`src/hw/rtl/stake_weighted_vote_tally_defines.svh`:
```
// Assertion macros used by the vote tally top level.
`ifndef STAKE_WEIGHTED_VOTE_TALLY_DEFINES_SVH
`define STAKE_WEIGHTED_VOTE_TALLY_DEFINES_SVH

// Same-cycle implication, sampled on clk, off while arst_n is low.
`define SWVT_ASSERT_IMP(label, ante, cons, msg) \
	label: assert property (@(posedge clk) disable iff (!arst_n) (ante) |-> (cons)) \
		else $error(msg);

// Next-cycle implication, sampled on clk, off while arst_n is low.
`define SWVT_ASSERT_NXT(label, ante, cons, msg) \
	label: assert property (@(posedge clk) disable iff (!arst_n) (ante) |=> (cons)) \
		else $error(msg);

`endif

```
`src/hw/rtl/swvt_pkg.sv`:
```
// Package with the types, constants and codes of the vote tally.
`default_nettype none

package swvt_pkg;

	// Table sizes.
	localparam int VALIDATORS = 1024;
	localparam int SLOTS      = 64;

	localparam int VAL_AW  = (VALIDATORS > 1) ? $clog2(VALIDATORS) : 1;
	localparam int VAL_CW  = $clog2(VALIDATORS + 1);
	localparam int SLOT_AW = $clog2(SLOTS);
	localparam int SLOT_CW = $clog2(SLOTS + 1);
	localparam int IDX_W   = (VAL_CW > SLOT_CW) ? VAL_CW : SLOT_CW;

	localparam logic [10:0] VOTER_MAX = 11'h7FF;

	// Command codes.
	typedef enum logic [1:0] {
		CMD_VOTE  = 2'd0,
		CMD_STAKE = 2'd1,
		CMD_PRUNE = 2'd2,
		CMD_QUERY = 2'd3
	} cmd_t;

	// Status codes.
	localparam logic [1:0] STATUS_OK       = 2'd0;
	localparam logic [1:0] STATUS_FULL     = 2'd1;
	localparam logic [1:0] STATUS_NOTFOUND = 2'd2;

	// Sequencer states.
	typedef enum logic [3:0] {
		ST_IDLE,
		ST_VSCAN,
		ST_VWR,
		ST_ESCAN,
		ST_EDONE,
		ST_UPD,
		ST_PSCAN,
		ST_HSCAN,
		ST_OUT
	} state_t;

	typedef struct packed {
		logic [1:0]  cmd;
		logic [63:0] key_word0;
		logic [63:0] key_word1;
		logic [63:0] key_word2;
		logic [63:0] key_word3;
		logic [63:0] slot;
		logic [63:0] root_mark;
		logic [47:0] stake;
	} req_t;

	typedef struct packed {
		logic [1:0]  status;
		logic [63:0] voted_stake;
		logic [10:0] slot_voters;
		logic        slot_confirmed;
		logic        slot_finalized;
		logic [63:0] total_stake_out;
		logic [63:0] highest_confirmed;
		logic [63:0] highest_finalized;
	} rsp_t;

	// One validator record.
	typedef struct packed {
		logic [255:0] key;
		logic [47:0]  stake;
		logic [63:0]  last;
	} val_entry_t;

	// One slot record.
	typedef struct packed {
		logic [63:0] number;
		logic [63:0] vote;
		logic [63:0] root;
		logic [10:0] count;
		logic        conf;
		logic        fin;
	} slot_entry_t;

	typedef struct packed {
		logic              en;
		logic [VAL_AW-1:0] addr;
		val_entry_t        data;
	} val_wr_t;

	typedef struct packed {
		logic               en;
		logic [SLOT_AW-1:0] addr;
		slot_entry_t        data;
	} slot_wr_t;

endpackage

`default_nettype wire

```
`src/hw/rtl/swvt_acc.sv`:
```
// Saturating stake accumulator with the exact two-thirds threshold test.
`default_nettype none

module swvt_acc import swvt_pkg::*; (
	input  logic [63:0] acc,
	input  logic [47:0] add,
	input  logic [63:0] total,
	output logic [63:0] sum,
	output logic        reached
);

	logic [64:0] wide;
	logic [65:0] part3;
	logic [65:0] whole2;

	// Saturating add.
	assign wide = {1'b0, acc} + {17'd0, add};
	assign sum  = wide[64] ? '1 : wide[63:0];

	// sum * 3 >= total * 2 without wrap.
	assign part3   = {2'b00, sum} + {1'b0, sum, 1'b0};
	assign whole2  = {1'b0, total, 1'b0};
	assign reached = (part3 >= whole2);

endmodule

`default_nettype wire

```
`config.mk`:
```
export PLATFORM = sky130hd
export DESIGN_NAME = swvt_acc
export DESIGN_NICKNAME = d
export VERILOG_FILES = /design/src/hw/rtl/stake_weighted_vote_tally_defines.svh /design/src/hw/rtl/swvt_pkg.sv /design/src/hw/rtl/swvt_acc.sv
export SDC_FILE = /design/constraint.sdc
export NUM_CORES = 1
export LEC_CHECK = 0
export CAP_MARGIN = 30
export CORE_MARGIN = 5
export CORE_UTILIZATION = 55
export DETAILED_ROUTE_END_ITERATION = 8
export DONT_BUFFER_PORTS = 1
export PLACE_DENSITY = 0.75
export SYNTH_ARGS = -nofsm -noshare
export SYNTH_HDL_FRONTEND = slang
export SYNTH_SLANG_ARGS = --single-unit
```
`constraint.sdc`:
```
create_clock -name vclk -period 12.7
set_clock_uncertainty 0.1 [all_clocks]
set_input_delay 2.54 -clock vclk [all_inputs]
set_output_delay 2.54 -clock vclk [all_outputs]
set_load 0.01 [all_outputs]
```
* Word-level counts from Yosys, hierarchy flattened
Cells that the tools add are included.
** Cells by class
- $add $sub $neg :: 2
- Magnitude comparators :: 1
- Muxes and demuxes :: 1
** Operator list (number)
- 64-bit by 65-bit adder with 66-bit output :: 1
- 66-bit by 65-bit greater-or-equal comparator with 1-bit output :: 1
- 64-bit by 48-bit adder with 65-bit output :: 1
- 64-bit 2-to-1 mux :: 1
** Storage, ports and cells
- Output and inout port bits :: 65
- Word-level logic and storage cells :: 4
- Bits in registers :: 0
- Bits of input ports :: 176

* Longest topological paths before layout
- Depth after elaboration :: 4
- Depth in mapped cells :: 33

* Least setup slack after synthesis
No wires, ideal clock.
- Path type :: in2out
- From :: input acc[0]
- To :: output reached
- Buffers on the path :: 3
- Stages :: 32
- Path slack :: 1.314 ns
- Data arrival time :: 8.746 ns
- Path through :: ha_1 > fa_1 > a211oi_1 > o21ai_1 > a21bo_2 > o2111ai_1 > a31o_2 > a21oi_4 > o31ai_4 > buf_6 > buf_6 > nand2_1 > ha_1 > buf_2 > nand4_1 > or3_4 > a2111oi_4 > o21bai_2 > a21o_1 > o211ai_2 > a21o_1 > a311oi_2 > ha_1 > and4_1 > nand3_1 > nor3_1 > nand2_1 > or3_1 > a41o_1 > a31oi_1 > nor3b_1 > o31ai_1
** Between the ends
- Longest elaborated chain between the ends :: 4
** Ends and longest elaborated chain
- from (decl) :: line swvt_acc.sv:5 : input logic [63:0] acc,
- 64-bit by 48-bit adder with 65-bit output :: line swvt_acc.sv:17 : assign wide = {1'b0, acc} + {17'd0, add};
- 64-bit 2-to-1 mux :: line swvt_acc.sv:18 : assign sum = wide[64] ? '1 : wide[63:0];
- named net sum[15] :: line swvt_acc.sv:8 : output logic [63:0] sum,
- 64-bit by 65-bit adder with 66-bit output :: line swvt_acc.sv:21 : assign part3 = {2'b00, sum} + {1'b0, sum, 1'b0};
- 66-bit by 65-bit greater-or-equal comparator with 1-bit output :: line swvt_acc.sv:23 : assign reached = (part3 >= whole2);
- to (decl) :: line swvt_acc.sv:9 : output logic reached
The timed path passes the listed nets, and every way through them passes these cells.

* Final worst setup path
Same ends and word-level chain as after synthesis.

==> results by group <==
Floorplan
  • Site Rows: 47
  • Initial Util: a little under three fifths
  • Die Y: about 140 µm
  • Ports: ~240
  • Die area: 19,600 µm²
  • Die W: ~140 µm
  • Core Area: around 17,000 µm²

Place
  • Routability cong.: between 0.9 and 1
  • Post-DP Area: between 9000 and 10,000 µm²
  • Half-perimeter wire length after placement: 24,800 µm
  • Port Buffers: 0
  • Cell Count Post-Placement: 1,516

Drt
  • Drt initial violations: ~770
  • Wirelength, routed: between 20,000 and 30,000 µm
  • WL/cell: 18.8 µm
  • Post-route ant nets: 0
  • First drt pass iteration count: 5
  • Vias: a little under 10k
  • DRC violations left: 0
  • Via density: around 6.5

Min path
  • Hold Crit Start: acc[62]
  • Min-Delay Path Class: in -> out
  • Hold endpoint: sum[62]
  • Hold path depth: 1

Cells and area
  • FFs & Latches: 0
  • Final Net Count: roughly 1.7k
  • Ant diodes: 0
  • Fillers: about 1.7k
  • Synth-to-Final Area Change: 2.55%
  • Seq. cell area: 0 µm²
  • Final core occ: between 50 and 60%
  • Clk_buf instances: 0
  • Fin cells: between 1.5k and 2k
  • Layout cells sized above 1: roughly 6.8%
  • Fin area: between 9000 and 10,000 µm²

Yosys
  • Post-Synth Simple-Gate Area: 23.6%
  • Main combinational cell family by area after synthesis: compound AO/OA/AOI/OAI gates
  • Synth top cells by count: ha_1 (177), nand2_1 (153), a21oi_1 (142)
  • Netlist cell types: between 90 and 100
  • Post-synthesis mux area share: less than 1%
  • Synth Instances: 1,320
  • Adder-Cell Fraction of Synth Area: 24.2%
  • Warnings, synthesis: 0
  • Top-area cell type share of the netlist area: approximately a quarter
  • Most frequent cell after synthesis: ha_1
  • Post-Syn Nets: roughly 1.7k
  • Post-synthesis xor/xnor area fraction: under 10%
  • Compound-Gate Fraction of Synth Area: approximately a third
  • Avg Synthesized Cell Area: 7.05 µm²
  • Synth area leader: ha_1
  • Synth Cell Area: slightly above 9000 µm²
  • Main area contributors after synthesis: ha_1 (24%), a21oi_1 (7.6%), a21o_1 (6.6%), nand2_1 (6.2%), xnor2_1 (5.3%)
  • Register area share after synthesis: 0%

Timing
  • FMAX: between 0.08 and 0.09 GHz
  • Actual slew at the worst max-slew pin: around 700 ps
  • Setup_tns: 0 ps
  • Tcrit/Tclk final: a little over nine tenths
  • Final setup fails: 0
  • Final-report max-slew violation count: 0
  • Min cycle time layout: about 12,000 ps
  • Final hold viol count: 0
  • Unrepaired setup endpoints after global routing: no
  • Min Hold Slack: just over 5000 ps
  • Worst slew margin: ~52%

GRT
  • Largest net degree at the start of global routing: 61
  • Vias in the first global route: a little over 9k
  • Antenna violations before repair: 0
  • First-pass GRT wire length: roughly 45,000 µm
  • GRT Overall Usage: 26.8%
  • Grt ovf: 0

Worst setup path
  • Worst Setup End Kind: primary output
  • Most frequent CP cell: ha_1
  • Worst Path Buf+Inv: 1
  • Critical path type: in -> out
  • Crit path DAT: 9650 ps
  • CP top delay family: compound AO/OA/AOI/OAI gates
  • CP required: between 10,000 and 15,000 ps
  • CP max stage delay: 440 ps
  • CP max-delay cell: fa_1
  • Critical Path Start Type: primary input
  • Crit Path Max Fanout: 30

Outcome
  • Outcome: complete, no violations

Clocking
  • Post-CTS Setup Bufs: 0
  • Count of cells resized by post-cts repair: 0
  • Hold Buf Count CTS: 0

Pwr
  • Peak VDD IR: 0.0628 mV
  • Pwr Density: roughly 150 nW/µm²
  • Pleak: about 4.6 nW

Flow run
  • Max_cap viols: 0
[report_power, final]
| part | total [mW] | internal, mW | switching (mW) | leakage, nW |
|---|---|---|---|---|
| Clock | 0 | 0 | 0 | 0 |
| Sequential | 0 | 0 | 0 | 0 |
| Combinational | 1.42 | 0.565 | 0.852 | 4.64 |
| Total | 1.42 | 0.565 | 0.852 | 4.64 |
[layer usage]
layer	global-route usage [%]	up-vias	part of all wire, %
met2	41.0	441	42
met4	4.84	0	2.2
met1	40.2	4484	48
met5	0	-	0
met3	3.72	48	7.1
li1	-	4892	-
[layout make-up]
class,instances,area (µm²),area share (%)
timing repair buffer,22,195,2.04
tap,220,275,2.88
inverter,94,353,3.70
multi-input combinational,1181,8720,91.4
[cells in the final DEF, fill, tap and decap left out, types with 6 or more instances in the layout]
| cell | count |
|---|---|
| a21o_1 | 82 |
| nand4_1 | 49 |
| a21oi_1 | 141 |
| o21ai_1 | 13 |
| o21a_1 | 13 |
| xnor2_1 | 56 |
| nand2_1 | 153 |
| nand2b_1 | 11 |
| or3_1 | 13 |
| xor2_1 | 49 |
| o31ai_1 | 8 |
| a211o_1 | 6 |
| nor2b_1 | 8 |
| inv_1 | 94 |
| o21ai_0 | 60 |
| o21bai_1 | 20 |
| nor2_1 | 61 |
| and2_1 | 9 |
| and4_1 | 15 |
| o211ai_1 | 10 |
| buf_4 | 20 |
| a31oi_1 | 21 |
| and3_1 | 24 |
| nand3_1 | 29 |
| a211oi_2 | 7 |
| ha_1 | 177 |
| a211oi_1 | 14 |
| nor3_1 | 14 |
[kinds of logic after synthesis]
kind of cell,Yosys count
AO/OA/AOI/OAI,466
AND/OR/NAND/NOR,424
adder cells (fa/ha/maj),179
buffers and inverters,139
XOR/XNOR,105
multiplexers,7
[how the worst max path moves through the flow]
stage	start	end	slack (ps)	cells after the start
CTS	acc[0]	reached	300	32
detailed placement	acc[0]	reached	340	32
global route	acc[0]	reached	60	28
floorplan	acc[0]	reached	1310	32
global placement	acc[0]	reached	530	32
finish	acc[0]	reached	410	32
[stage by stage]
stage,power [mW],worst slack [ps]
2_1_floorplan,1.07,1310
6_report,1.42,407
3_5_place_dp,1.38,339
4_1_cts,1.39,299
5_1_grt,1.57,58.2
3_3_place_gp,1.36,531
(Power assumes the default switching activity.)
